<file path="config.mk">
export PLATFORM = sky130hd
export DESIGN_NAME = postgres_wire_message_monitor_flat
export DESIGN_NICKNAME = d
export VERILOG_FILES = /design/src/design/pwmm_pkg.sv /design/src/design/pwmm_if.sv /design/src/design/pwmm_scan.sv /design/src/design/pwmm_framer.sv /design/src/design/postgres_wire_message_monitor.sv /design/src/flat_wrapper.sv
export SDC_FILE = /design/constraint.sdc
export NUM_CORES = 1
export LEC_CHECK = 0
export BUFFER_PORTS_ARGS = -buffer_cell sky130_fd_sc_hd__buf_4
export CAP_MARGIN = 20
export CORE_MARGIN = 2
export CORE_UTILIZATION = 45
export CTS_CLUSTER_SIZE = 24
export DETAILED_ROUTE_END_ITERATION = 16
export PLACE_DENSITY = 0.66
export SYNTH_ARGS = -nofsm -noshare
export SYNTH_HDL_FRONTEND = slang
export SYNTH_SLANG_ARGS = --single-unit
</file>
<file path="constraint.sdc">
create_clock -name clk -period 7.5 [get_ports clk]
set_input_delay 1.5 -clock clk [delete_from_list [all_inputs] [get_ports clk]]
set_output_delay 1.5 -clock clk [all_outputs]
set_load 0.03 [all_outputs]
</file>
<file path="src/design/pwmm_pkg.sv">
// Package for the PostgreSQL wire message monitor: codes, report type,
// message type tables and CommandComplete word classification.
// No dependencies; every other design file but pwmm_if imports it.
package pwmm_pkg;

	localparam logic [31:0] ENCRYPT_CODE_MIN = 32'h04d2_0000;

	localparam logic [47:0] PAT_VERROR   = 48'h5645_5252_4F52;
	localparam logic [63:0] PAT_VWARNING = 64'h5657_4152_4E49_4E47;

	localparam logic [63:0] WORD_BEGIN    = 64'h0000_0042_4547_494E;
	localparam logic [63:0] WORD_START    = 64'h0000_0053_5441_5254;
	localparam logic [63:0] WORD_COMMIT   = 64'h0000_434F_4D4D_4954;
	localparam logic [63:0] WORD_ROLLBACK = 64'h524F_4C4C_4241_434B;
	localparam logic [63:0] WORD_SELECT   = 64'h0000_5345_4C45_4354;
	localparam logic [63:0] WORD_INSERT   = 64'h0000_494E_5345_5254;
	localparam logic [63:0] WORD_UPDATE   = 64'h0000_5550_4441_5445;
	localparam logic [63:0] WORD_DELETE   = 64'h0000_4445_4C45_5445;

	localparam logic [7:0] TYPE_TERMINATE = 8'h58; // 'X'
	localparam logic [7:0] TYPE_COMMAND   = 8'h43; // 'C'
	localparam logic [7:0] TYPE_ERROR     = 8'h45; // 'E'
	localparam logic [7:0] TYPE_NOTICE    = 8'h4E; // 'N'
	localparam logic [7:0] TYPE_AUTH      = 8'h52; // 'R'
	localparam logic [7:0] CHAR_SPACE     = 8'h20;

	localparam logic [3:0] WORD_MAX = 4'd8;
	localparam logic [3:0] WORD_OVER = 4'd9;

	typedef enum logic [1:0] {
		PH_TYPE    = 2'd0,
		PH_LEN     = 2'd1,
		PH_PAYLOAD = 2'd2
	} phase_t;

	typedef enum logic [1:0] {
		KIND_STARTUP = 2'd0,
		KIND_KNOWN   = 2'd1,
		KIND_UNKNOWN = 2'd2,
		KIND_ENCRYPT = 2'd3
	} msg_kind_t;

	typedef enum logic [3:0] {
		CLS_NONE     = 4'd0,
		CLS_SELECT   = 4'd1,
		CLS_INSERT   = 4'd2,
		CLS_UPDATE   = 4'd3,
		CLS_DELETE   = 4'd4,
		CLS_BEGIN    = 4'd5,
		CLS_COMMIT   = 4'd6,
		CLS_ROLLBACK = 4'd7,
		CLS_OTHER    = 4'd8
	} stmt_class_t;

	typedef struct packed {
		logic        direction;
		logic [7:0]  msg_type;
		logic [31:0] msg_len;
		msg_kind_t   kind;
		stmt_class_t cls;
		logic        commit;
		logic        rollback;
		logic        err;
		logic        warn;
		logic        auth;
		logic        in_txn;
	} report_t;

	// framer -> scanner control
	typedef struct packed {
		logic step;
		logic restart;
		logic shift;
	} scan_ctl_t;

	// scanner state as seen after the current byte
	typedef struct packed {
		logic [63:0] word;
		logic [3:0]  count;
		logic        err_hit;
		logic        warn_hit;
		logic        nonzero;
	} scan_view_t;

	function automatic logic fe_known(input logic [7:0] t);
		logic hit;
		unique case (t)
			8'h42, 8'h43, 8'h64, 8'h63, 8'h66, 8'h44, 8'h45,
			8'h48, 8'h46, 8'h70, 8'h50, 8'h51, 8'h53, 8'h58: hit = 1'b1;
			default: hit = 1'b0;
		endcase
		return hit;
	endfunction

	function automatic logic be_known(input logic [7:0] t);
		logic hit;
		unique case (t)
			8'h52, 8'h4B, 8'h32, 8'h33, 8'h43, 8'h64, 8'h63, 8'h47,
			8'h48, 8'h44, 8'h49, 8'h45, 8'h56, 8'h76, 8'h6E, 8'h4E,
			8'h41, 8'h74, 8'h53, 8'h31, 8'h73, 8'h5A, 8'h54: hit = 1'b1;
			default: hit = 1'b0;
		endcase
		return hit;
	endfunction

	function automatic stmt_class_t classify(input logic [63:0] word, input logic [3:0] count);
		stmt_class_t cls;
		cls = CLS_OTHER;
		if (count == 4'd5 && (word == WORD_BEGIN || word == WORD_START))
			cls = CLS_BEGIN;
		else if (count == 4'd8 && word == WORD_ROLLBACK)
			cls = CLS_ROLLBACK;
		else if (count == 4'd6) begin
			if (word == WORD_COMMIT)
				cls = CLS_COMMIT;
			else if (word == WORD_SELECT)
				cls = CLS_SELECT;
			else if (word == WORD_INSERT)
				cls = CLS_INSERT;
			else if (word == WORD_UPDATE)
				cls = CLS_UPDATE;
			else if (word == WORD_DELETE)
				cls = CLS_DELETE;
		end
		return cls;
	endfunction

endpackage

</file>
<file path="src/design/pwmm_if.sv">
// Channel interfaces of the wire message monitor: the byte stream in and
// the per-message report out. Valid/ready handshake. No dependencies.
interface pwmm_byte_if;
	logic       valid;
	logic       ready;
	logic [7:0] data_byte;
	logic       from_frontend;

	modport source (output valid, data_byte, from_frontend, input ready);
	modport sink (input valid, data_byte, from_frontend, output ready);
endinterface

interface pwmm_report_if;
	logic        valid;
	logic        ready;
	logic        direction;
	logic [7:0]  message_type;
	logic [31:0] message_length;
	logic [1:0]  message_kind;
	logic [3:0]  statement_class;
	logic        commit_counted;
	logic        rollback_counted;
	logic        error_seen;
	logic        warning_seen;
	logic        auth_ok;
	logic        in_transaction_now;

	modport source (output valid, direction, message_type, message_length, message_kind,
		statement_class, commit_counted, rollback_counted, error_seen, warning_seen,
		auth_ok, in_transaction_now, input ready);
	modport sink (input valid, direction, message_type, message_length, message_kind,
		statement_class, commit_counted, rollback_counted, error_seen, warning_seen,
		auth_ok, in_transaction_now, output ready);
endinterface

</file>
<file path="src/design/pwmm_scan.sv">
// Backend payload scanner: CommandComplete first word, VERROR/VWARNING
// window match and nonzero-payload flag. Depends on pwmm_pkg.
module pwmm_scan
	import pwmm_pkg::*;
(
	input  logic       clk,
	input  logic       arst_n,
	input  scan_ctl_t  ctl,
	input  logic [7:0] data,
	output scan_view_t view
);

	logic [63:0] word_q, tail_q, tail_n;
	logic [3:0]  count_q;
	logic        closed_q, closed_n;
	logic        err_q, warn_q, nz_q;

	always_comb begin
		view.word     = word_q;
		view.count    = count_q;
		view.err_hit  = err_q;
		view.warn_hit = warn_q;
		view.nonzero  = nz_q;
		closed_n      = closed_q;
		tail_n        = tail_q;
		if (ctl.shift) begin
			if (!closed_q) begin
				if (data == CHAR_SPACE || data == 8'h00) begin
					closed_n = 1'b1;
				end else if (count_q < WORD_MAX) begin
					view.word  = {word_q[55:0], data};
					view.count = count_q + 4'd1;
				end else begin
					view.count = WORD_OVER;
				end
			end
			tail_n = {tail_q[55:0], data};
			if (tail_n[47:0] == PAT_VERROR)
				view.err_hit = 1'b1;
			if (tail_n == PAT_VWARNING)
				view.warn_hit = 1'b1;
			if (data != 8'h00)
				view.nonzero = 1'b1;
		end
	end

	always_ff @(posedge clk or negedge arst_n) begin
		if (!arst_n) begin
			word_q   <= '0;
			tail_q   <= '0;
			count_q  <= '0;
			closed_q <= 1'b0;
			err_q    <= 1'b0;
			warn_q   <= 1'b0;
			nz_q     <= 1'b0;
		end else if (ctl.step) begin
			if (ctl.restart) begin
				word_q   <= '0;
				tail_q   <= '0;
				count_q  <= '0;
				closed_q <= 1'b0;
				err_q    <= 1'b0;
				warn_q   <= 1'b0;
				nz_q     <= 1'b0;
			end else begin
				word_q   <= view.word;
				tail_q   <= tail_n;
				count_q  <= view.count;
				closed_q <= closed_n;
				err_q    <= view.err_hit;
				warn_q   <= view.warn_hit;
				nz_q     <= view.nonzero;
			end
		end
	end

endmodule

</file>
<file path="src/design/pwmm_framer.sv">
// Per-direction message framer and report builder. Holds the startup,
// encryption and transaction state. Depends on pwmm_pkg and pwmm_scan.
module pwmm_framer
	import pwmm_pkg::*;
(
	input  logic       clk,
	input  logic       arst_n,
	input  logic       valid,
	input  logic       step,
	input  logic [7:0] data,
	input  logic       dir,
	output logic       res_valid,
	output report_t    res
);

	typedef struct packed {
		phase_t      phase;
		logic        is_startup;
		logic [7:0]  msg_type;
		logic [31:0] length;
		logic [31:0] seen;
	} frame_t;

	frame_t      frame_q [2];
	logic        pending_q, encrypted_q, txn_q;
	logic [31:0] code_q;

	frame_t      f, fn;
	logic        pending_n, encrypted_n, txn_n;
	logic [31:0] code_n, seen_inc, len_sh, len_fix;
	logic        done;
	scan_ctl_t   sctl;
	scan_view_t  sv;
	stmt_class_t cls;

	pwmm_scan u_scan (
		.clk    (clk),
		.arst_n (arst_n),
		.ctl    (sctl),
		.data   (data),
		.view   (sv)
	);

	always_comb begin
		f            = frame_q[dir];
		fn           = f;
		pending_n    = pending_q;
		encrypted_n  = encrypted_q;
		txn_n        = txn_q;
		code_n       = code_q;
		done         = 1'b0;
		seen_inc     = f.seen + 32'd1;
		len_sh       = {f.length[23:0], data};
		len_fix      = (len_sh < 32'd4) ? 32'd4 : len_sh;
		sctl.step    = step;
		sctl.restart = 1'b0;
		sctl.shift   = 1'b0;
		cls          = classify(sv.word, sv.count);
		res          = '0;

		if (!encrypted_q) begin
			unique case (f.phase)
				PH_PAYLOAD: begin
					if (f.is_startup && f.seen < 32'd4)
						code_n = {code_q[23:0], data};
					sctl.shift = !dir;
					fn.seen    = seen_inc;
					if (seen_inc >= f.length - 32'd4)
						done = 1'b1;
				end
				PH_LEN: begin
					if (seen_inc >= 32'd4) begin
						fn.length = len_fix;
						fn.seen   = '0;
						if (len_fix == 32'd4)
							done = 1'b1;
						else
							fn.phase = PH_PAYLOAD;
					end else begin
						fn.length = len_sh;
						fn.seen   = seen_inc;
					end
				end
				default: begin
					// message start; unused phase code lands here too
					sctl.restart = !dir;
					fn.phase     = PH_LEN;
					if (pending_q) begin
						pending_n     = 1'b0;
						code_n        = '0;
						fn.is_startup = 1'b1;
						fn.msg_type   = '0;
						fn.length     = {24'd0, data};
						fn.seen       = 32'd1;
					end else begin
						fn.is_startup = 1'b0;
						fn.msg_type   = data;
						fn.length     = '0;
						fn.seen       = '0;
					end
				end
			endcase
		end

		if (done) begin
			fn.phase      = PH_TYPE;
			res.direction = dir;
			res.msg_len   = fn.length;
			res.cls       = CLS_NONE;
			if (fn.is_startup) begin
				if (code_n >= ENCRYPT_CODE_MIN) begin
					encrypted_n = 1'b1;
					res.kind    = KIND_ENCRYPT;
				end else begin
					res.kind = KIND_STARTUP;
				end
			end else begin
				res.msg_type = fn.msg_type;
				if (dir) begin
					res.kind = fe_known(fn.msg_type) ? KIND_KNOWN : KIND_UNKNOWN;
					if (fn.msg_type == TYPE_TERMINATE && txn_q) begin
						txn_n        = 1'b0;
						res.rollback = 1'b1;
					end
				end else begin
					res.kind = be_known(fn.msg_type) ? KIND_KNOWN : KIND_UNKNOWN;
					unique case (fn.msg_type)
						TYPE_COMMAND: begin
							res.cls = cls;
							if (cls == CLS_BEGIN)
								txn_n = 1'b1;
							else if (cls == CLS_ROLLBACK) begin
								txn_n        = 1'b0;
								res.rollback = 1'b1;
							end else begin
								if (cls == CLS_COMMIT)
									txn_n = 1'b0;
								res.commit = 1'b1;
							end
						end
						TYPE_ERROR:  res.err  = sv.err_hit;
						TYPE_NOTICE: res.warn = sv.warn_hit;
						TYPE_AUTH:   res.auth = (fn.length == 32'd8) && !sv.nonzero;
						default: ;
					endcase
				end
			end
			res.in_txn = txn_n;
		end
	end

	assign res_valid = valid && done;

	always_ff @(posedge clk or negedge arst_n) begin
		if (!arst_n) begin
			frame_q[0]  <= '0;
			frame_q[1]  <= '0;
			pending_q   <= 1'b1;
			encrypted_q <= 1'b0;
			txn_q       <= 1'b0;
			code_q      <= '0;
		end else if (step) begin
			frame_q[dir] <= fn;
			pending_q    <= pending_n;
			encrypted_q  <= encrypted_n;
			txn_q        <= txn_n;
			code_q       <= code_n;
		end
	end

endmodule

</file>
<file path="src/design/postgres_wire_message_monitor.sv">
// Top level of the PostgreSQL wire message monitor: input register,
// framer and report output register. Depends on pwmm_pkg, pwmm_if, pwmm_framer.
//
//  channel  dir  carries                               per transfer
//  stream   in   data_byte, from_frontend              one stream byte
//  report   out  message fields and event flags        one completed message
//
// One byte per cycle sustained unless a waiting report stalls the input. A
// byte sits in the input register, goes through the framer and its report
// lands in the output register. Reset clears framing, startup, encryption and
// transaction state at once. A waiting report stalls the input only when the
// next byte also completes a message; other bytes keep flowing. After an
// encryption request bytes are still taken but dropped.
module postgres_wire_message_monitor
	import pwmm_pkg::*;
(
	input logic           clk,
	input logic           arst_n,
	pwmm_byte_if.sink     stream,
	pwmm_report_if.source report
);

	logic       valid_s1;
	logic [7:0] byte_s1;
	logic       dir_s1;
	logic       out_valid_q;
	report_t    report_q;
	logic       res_valid;
	report_t    res;
	logic       advance;

	assign advance      = valid_s1 && (!res_valid || !out_valid_q || report.ready);
	assign stream.ready = !valid_s1 || advance;

	pwmm_framer u_framer (
		.clk       (clk),
		.arst_n    (arst_n),
		.valid     (valid_s1),
		.step      (advance),
		.data      (byte_s1),
		.dir       (dir_s1),
		.res_valid (res_valid),
		.res       (res)
	);

	always_ff @(posedge clk or negedge arst_n) begin
		if (!arst_n) begin
			valid_s1 <= 1'b0;
		end else if (stream.valid && stream.ready) begin
			valid_s1 <= 1'b1;
		end else if (advance) begin
			valid_s1 <= 1'b0;
		end
	end

	always_ff @(posedge clk) begin
		if (stream.valid && stream.ready) begin
			byte_s1 <= stream.data_byte;
			dir_s1  <= stream.from_frontend;
		end
	end

	always_ff @(posedge clk or negedge arst_n) begin
		if (!arst_n) begin
			out_valid_q <= 1'b0;
		end else if (advance && res_valid) begin
			out_valid_q <= 1'b1;
		end else if (report.ready) begin
			out_valid_q <= 1'b0;
		end
	end

	always_ff @(posedge clk) begin
		if (advance && res_valid)
			report_q <= res;
	end

	assign report.valid              = out_valid_q;
	assign report.direction          = report_q.direction;
	assign report.message_type       = report_q.msg_type;
	assign report.message_length     = report_q.msg_len;
	assign report.message_kind       = report_q.kind;
	assign report.statement_class    = report_q.cls;
	assign report.commit_counted     = report_q.commit;
	assign report.rollback_counted   = report_q.rollback;
	assign report.error_seen         = report_q.err;
	assign report.warning_seen       = report_q.warn;
	assign report.auth_ok            = report_q.auth;
	assign report.in_transaction_now = report_q.in_txn;

endmodule

</file>
<file path="src/flat_wrapper.sv">
// flat-port wrapper written by rule: the top's interface ports become plain ports
module postgres_wire_message_monitor_flat import pwmm_pkg::*;
  (clk, arst_n, stream_valid, stream_data_byte, stream_from_frontend, stream_ready, report_valid, report_direction, report_message_type, report_message_length, report_message_kind, report_statement_class, report_commit_counted, report_rollback_counted, report_error_seen, report_warning_seen, report_auth_ok, report_in_transaction_now, report_ready);
  pwmm_byte_if stream_i ();
  pwmm_report_if report_i ();
  input logic clk;
  input logic arst_n;
  input wire logic [$bits(stream_i.valid)-1:0] stream_valid;
  input wire logic [$bits(stream_i.data_byte)-1:0] stream_data_byte;
  input wire logic [$bits(stream_i.from_frontend)-1:0] stream_from_frontend;
  output wire logic [$bits(stream_i.ready)-1:0] stream_ready;
  output wire logic [$bits(report_i.valid)-1:0] report_valid;
  output wire logic [$bits(report_i.direction)-1:0] report_direction;
  output wire logic [$bits(report_i.message_type)-1:0] report_message_type;
  output wire logic [$bits(report_i.message_length)-1:0] report_message_length;
  output wire logic [$bits(report_i.message_kind)-1:0] report_message_kind;
  output wire logic [$bits(report_i.statement_class)-1:0] report_statement_class;
  output wire logic [$bits(report_i.commit_counted)-1:0] report_commit_counted;
  output wire logic [$bits(report_i.rollback_counted)-1:0] report_rollback_counted;
  output wire logic [$bits(report_i.error_seen)-1:0] report_error_seen;
  output wire logic [$bits(report_i.warning_seen)-1:0] report_warning_seen;
  output wire logic [$bits(report_i.auth_ok)-1:0] report_auth_ok;
  output wire logic [$bits(report_i.in_transaction_now)-1:0] report_in_transaction_now;
  input wire logic [$bits(report_i.ready)-1:0] report_ready;
  assign stream_i.valid = stream_valid;
  assign stream_i.data_byte = stream_data_byte;
  assign stream_i.from_frontend = stream_from_frontend;
  assign stream_ready = stream_i.ready;
  assign report_valid = report_i.valid;
  assign report_direction = report_i.direction;
  assign report_message_type = report_i.message_type;
  assign report_message_length = report_i.message_length;
  assign report_message_kind = report_i.message_kind;
  assign report_statement_class = report_i.statement_class;
  assign report_commit_counted = report_i.commit_counted;
  assign report_rollback_counted = report_i.rollback_counted;
  assign report_error_seen = report_i.error_seen;
  assign report_warning_seen = report_i.warning_seen;
  assign report_auth_ok = report_i.auth_ok;
  assign report_in_transaction_now = report_i.in_transaction_now;
  assign report_i.ready = report_ready;
  postgres_wire_message_monitor u_core (.clk(clk), .arst_n(arst_n), .stream(stream_i), .report(report_i));
endmodule
</file>
# Word-level counts from Yosys, hierarchy flattened
# Cells that the tools add are included.
# word_totals
register_bits	377
latchBits	0
mem_bits_rw	0
mem_bits_ro	0
input_bits	13
output_inout_bits	55
n_memories	0
# op_classes
add_sub_neg	3
multipliers	0
n_div	0
magnitude_cmp	8
n_eq_ne	51
shifts	0
muxes	86
bitwise	8
n_reduce_logical	38
# ops
op	count
$mux W75	5
$eq A64 B47 Y1 const B	5
$eq A8 B7 Y1 const B	27
$mux W64	3
$pmux W32 S2	3
$bwmux W150	1
$mux W68	2
$eq A64 B39 Y1 const B	2
$eq A64 B63 Y1 const B	2
$mux W32	4
$mux W56	2
$demux W75 S1	1
$mux W73	1
$mux W71	1
$lt A32 B3 Y1 const B	2
$eq A48 B47 Y1 const B	1
$mux W1	41
$mux W4	10
$add A32 B1 Y32 const B	1
$eq A32 B3 Y1 const B	1
$eq A32 B4 Y1 const B	1
$eq A8 B6 Y1 const B	4
$ge A32 B27 Y1 const B	1
$ge A32 B3 Y1 const B	1
30 further kinds	72

# Logic depth before layout (Yosys ltp)
# depth
word_depth	25
depth_mapped	31
depth_no_buf	18

# Modules after synthesis
# A second synthesis with hierarchy kept.
# hier_totals
hier_cells	2424
hier_area_um2	21968.6
# by_module_without_submodules
module	n_inst	cells_each	area_per_inst_um2	seq_area_each_um2
pwmm_framer	1	1700	13641.8	4630.7
pwmm_scan	1	652	6357.3	3203.1
postgres_wire_message_monitor	1	72	1969.4	1911.8

# Least setup slack after synthesis
# Ideal clock, no wire load.
# synth_timing
path_kind	reg-to-reg
from	reg u_core.dir_s1
to	reg u_core.report_q (netlist bit u_core.report.auth_ok) (enable)
setup_ns	0.465
arrival_ns	7.338
required_time_ns	7.035
setup_slack_ns	-0.304
path_stages_with_launch	28
n_path_buf	11
cell_sequence	edfxtp_1 > buf_4 > buf_6 > buf_6 > buf_4 > buf_4 > buf_2 > buf_4 > buf_2 > buf_1 > mux2_2 > ha_1 > nand4b_1 > a22oi_2 > and3_1 > buf_4 > a21bo_2 > xnor2_1 > ha_1 > nand4_1 > nor3_1 > o221ai_1 > a31oi_1 > o31a_1 > a21o_1 > o31ai_1 > buf_2 > nor2_1
# synth_between
elab_chain_len	17
word_cells_on_any_way	24
# synth_rtl
item	line_no	text
start: declaration	postgres_wire_message_monitor.sv:25	logic dir_s1;
start signal: assignment	postgres_wire_message_monitor.sv:59	dir_s1 <= stream.from_frontend;
$not A1 Y2 (not written as such) *	pwmm_framer.sv:45	f = frame_q[dir];
$mux W75 (not written as such) * (3 in a row)	pwmm_framer.sv:45	
branches (longest 5 deep; another with $add A32 B1 Y32)	--	
$pmux W1 S2 *	pwmm_framer.sv:62	unique case (f.phase)
$mux W1 *	pwmm_framer.sv:61	if (!encrypted_q) begin
$logic_and A1 B1 Y1 *	pwmm_framer.sv:152	assign res_valid = valid && done;
$logic_not A1 Y1	postgres_wire_message_monitor.sv:32	assign advance = valid_s1 && (!res_valid || !out_valid_q || report.ready);
$logic_or A1 B1 Y1 (2 in a row)	postgres_wire_message_monitor.sv:32	
$logic_and A1 B1 Y1	postgres_wire_message_monitor.sv:32	
$logic_and A1 B1 Y1 *	postgres_wire_message_monitor.sv:74	if (advance && res_valid)
end signal: assignment	postgres_wire_message_monitor.sv:75	report_q <= res;
end: declaration	postgres_wire_message_monitor.sv:27	report_t report_q;
# Mark *: on every way between the ends. The select of a mux whose other input is x is not followed.
# A chain may end at the register's enable or synchronous reset.

# Worst setup path in the final report
# layout_timing
from	reg u_core.dir_s1
to	out stream_ready
# layout_between
elab_chain_len	17
word_cells_on_any_way	24
# layout_rtl
item	line_no	text
$not A1 Y2 (not written as such) *	pwmm_framer.sv:45	
$mux W75 (not written as such) * (3 in a row)	pwmm_framer.sv:45	
branches (longest 5 deep; another with $add A32 B1 Y32)	--	
$pmux W1 S2 *	pwmm_framer.sv:62	
$mux W1 *	pwmm_framer.sv:61	
$logic_and A1 B1 Y1 *	pwmm_framer.sv:152	
$logic_not A1 Y1 *	postgres_wire_message_monitor.sv:32	
$logic_or A1 B1 Y1 * (2 in a row)	postgres_wire_message_monitor.sv:32	
$logic_and A1 B1 Y1 *	postgres_wire_message_monitor.sv:32	
$logic_or A1 B1 Y1 *	postgres_wire_message_monitor.sv:33	assign stream.ready = !valid_s1 || advance;
end: declaration	flat_wrapper.sv:11	output wire logic [$bits(stream_i.ready)-1:0] stream_ready;
# Marks and branches as above.

==> out/qor.txt <==
Worst-Margin Slew -> 1.08 ns
Worst EP arrival -> 5.67 ns
Cell variety after synth -> 97
Final Cycle Share -> 0.957
Number of global-route vias before repair -> 17100
First DRT Iteration DRCs -> 2028
Worst-case reg-to-reg path depth -> 19
Vias/cell -> 6.50
Clock Skew -> 0.0145 ns
Routed WL -> 65500 um
FF+latch area -> 9750 sq um
Syn Nets -> 2163
Synthesized netlist cell count -> 2111
Tightest Hold Check Type -> register to register
Final Cell Area -> 24400 sq um
WP data required -> 6.00 ns
GRT overflow -> 0
Routed len/inst -> 23.6 um
First-pass GRT wire length -> 102000 um
WHS Endpoint -> u_core.u_framer.frame_q[63]
Total power -> 6280 uW
Synth Flop Type -> dfrtp_1
# rows -> 81
Post-DP HPWL -> 45200 um
Clock sinks -> 377
RSZ-0062 raised after global routing -> no
Share of cells above drive strength 1 -> 0.182
Multi-input logic area -> 11500 sq um
Clk_lat worst skew -> 0.58 ns
First drt pass iteration count -> 8
Post-route ant nets -> 0
Setup violators final -> 0
Placed Area -> 23000 sq um
GP Congestion -> 0.951
#FFs+latches synth -> 377
Fill cells -> 4385
Clock slew at reported path FFs -> 0.06 ns
Crit. End Element -> primary output
Final Hold Fails -> 0
TritonCTS buffer count -> 42
Core area -> 48600 sq um
Status -> completed
Relative max-transition margin -> 0.280
Worst IR Drop VDD -> 0.164 mV
Cells along the critical path -> buf_6 > mux2_2 > a211oi_2 > nand2_1 > or3_1 > or3_1 > nor2_1 > xnor2_1 > ha_1 > nand2_1 > o21ai_0 > a21o_1 > a211o_1 > a21o_1 > a21o_1 > o31ai_4 > nor2_1 > nand2_1 > buf_4
P_leak -> 0.0103 uW
Setup Crit Path Kind -> register to primary output
Area Growth Syn to Fin -> 11.0%
Starting Density -> 0.453
R2R Path Start -> u_core.dir_s1
Max-Cap Viols -> 0
I/O pins -> 68
Die outline area -> 50700 sq um
Fin nets -> 2174
Synth warnings -> 0
Cell area power density -> 257 nW/um^2
GRT Total Usage -> 0.256
Largest net degree at the start of global routing -> 134
Clock Path Buffers -> 3
Die X -> 225 um
R2r endpoint -> u_core.u_framer.frame_q[99]
Clock root cell -> clkbuf_16
CP peak stage delay -> 0.53 ns
F_max -> 0.139 GHz
Post-synthesis sequential area ratio -> 0.443
# H-tree levels -> 2
CTS tree -> built
Final setup margin -> 0.325 ns
Via count of the routed design -> 18100
Total Neg Setup Slack -> 0 ns
Hold Crit Depth -> 1
Final critical path time including I/O delays and setup -> 7.17 ns
Asr flop ratio synth -> 0.836
Hold Startpoint -> u_core.u_framer.frame_q[63]
Final slew viol count -> 0
Syn avg cell area -> 10.4 sq um
Register-to-register setup slack -> 1.29 ns
Pre-CTS WS -> 0.918 ns
Crit Path Max Fanout -> 19
Antenna violations before repair -> 1
Post-synth EDFFs -> 62
DRC -> 0
Crit start category -> register
Area of the mapped netlist -> 22000 sq um
Slowest CP cell -> edfxtp_1
I/O Buffers -> 67
Die Height -> 225 um
sequential cells by signal, summed over array words and instances (netlist names), 2 cells and up:
register	count
u_core.u_framer.frame_q	150
u_core.u_framer.u_scan.word_q	64
u_core.u_framer.u_scan.tail_q	56
u_core.report.message_length	32
u_core.u_framer.code_q	32
u_core.byte_s1	8
u_core.report.message_type	8
u_core.report.statement_class	4
u_core.u_framer.u_scan.count_q	4
u_core.report.message_kind	2
placed cells by master (no fill, tap or decap), drive strengths merged, types with 12 or more instances in the layout:
cell     netlist  routed
dfrtp        314     314
mux2         183     183
nand2        174     174
a22o         150     150
buf           63     110
nor2          94      94
a21oi         76      76
nand3         66      66
o21ai         64      64
edfxtp        62      62
clkbuf        81      60
nor3          58      58
nor4          55      55
mux2i         49      49
nor2b         49      49
nand4         45      45
a22oi         41      41
ha            39      39
xnor2         37      37
o2bb2ai       31      31
inv           20      23
nand2b        18      18
xor2          18      18
a21o          18      18
and3          17      17
nor4b         16      16
nand4b        16      16
or3           15      15
a31oi         15      15
or4           15      15
and2          13      13
clkinv         0      12
layer usage:
metal	share of wire	track usage	wire length, um
met3	0.077	0.0399	5040
met4	0.033	0.0848	2140
met2	0.42	0.369	27700
met1	0.47	0.389	30500
met5	0	0	0
synth_stat cells, drive strengths merged, types with 45 or more instances:
cell type / number / area [sq um]
nand2: 174 / 653
nor2: 94 / 368
nand4: 45 / 288
dfrtp: 314 / 7860
clkbuf: 81 / 304
mux2: 183 / 2060
nand3: 66 / 335
buf: 63 / 397
nor4: 55 / 365
edfxtp: 62 / 1860
a21oi: 76 / 392
nor3: 58 / 290
o21ai: 64 / 320
mux2i: 49 / 490
a22o: 150 / 1310
nor2b: 49 / 307
metrics by stage:
| step | util | hold slack [ns] | instances |
|---|---|---|---|
| 2_1_floorplan | - | 0.452 | 2111 |
| 3_3_place_gp | 0.473 | 0.466 | 2696 |
| 3_5_place_dp | 0.473 | 0.475 | 2696 |
| 4_1_cts | 0.501 | 0.489 | 2774 |
| 5_1_grt | 0.502 | 0.510 | 2779 |
| 6_report | 0.502 | 0.486 | 2779 |
timing repair:
action,4_1_cts,5_1_grt
endpoints found under the setup margin,0,1
gates resized for setup,0,3
hold buffers,0,0
setup buffers,0,2
critical path: cells and delay by family (launching register included):
kind	cells	cell delay (ns)
multiplexers	1	0.41
XOR/XNOR	1	0.15
flip-flops	1	0.53
AND/OR/NAND/NOR	7	1.67
adder cells (fa/ha/maj)	1	0.26
AO/OA/AOI/OAI	7	1.60
buffers and inverters	2	0.47
cells by family (layout without fill, tap and decap cells):
group / count (synthesis) / after routing / synth area share
AOI/OAI and AO/OA: 527 / 527 / 0.182
other: 0 / 1 / 0
xor gates and xnor gates: 55 / 55 / 0.0219
adders and majority gates: 39 / 39 / 0.0222
and+or+nand+nor: 717 / 717 / 0.180
muxes: 232 / 232 / 0.116
buffers and inverters: 164 / 209 / 0.0352
DFF: 377 / 377 / 0.443
power breakdown:
part	total, uW	leakage [uW]	internal, uW	switching [uW]
clock	2080	0.000672	1210	872
sequential	2380	0.00495	2240	139
combinational	1820	0.00470	621	1200
total	6280	0.0103	4070	2210
worst max path at each step:
stage,start,endpoint,slack (ns)
3_5_place_dp,u_core.dir_s1,stream_ready,0.92
6_report,u_core.dir_s1,stream_ready,0.33
2_1_floorplan,u_core.dir_s1,stream_ready,0.07
5_1_grt,u_core.dir_s1,stream_ready,0.04
3_3_place_gp,u_core.dir_s1,stream_ready,0.94
4_1_cts,u_core.dir_s1,stream_ready,0.27
final cells by class:
cell class                      count  share of cell area
Sequential cell                   377               0.399
Tap cell                          622              0.0318
Antenna cell                        1            0.000102
Multi-Input combinational cell   1570               0.472
Inverter                           20             0.00307
Clock buffer                       59              0.0481
Clock inverter                     19             0.00814
Timing Repair Buffer              111              0.0378
Power figures use the tool's default switching activity.
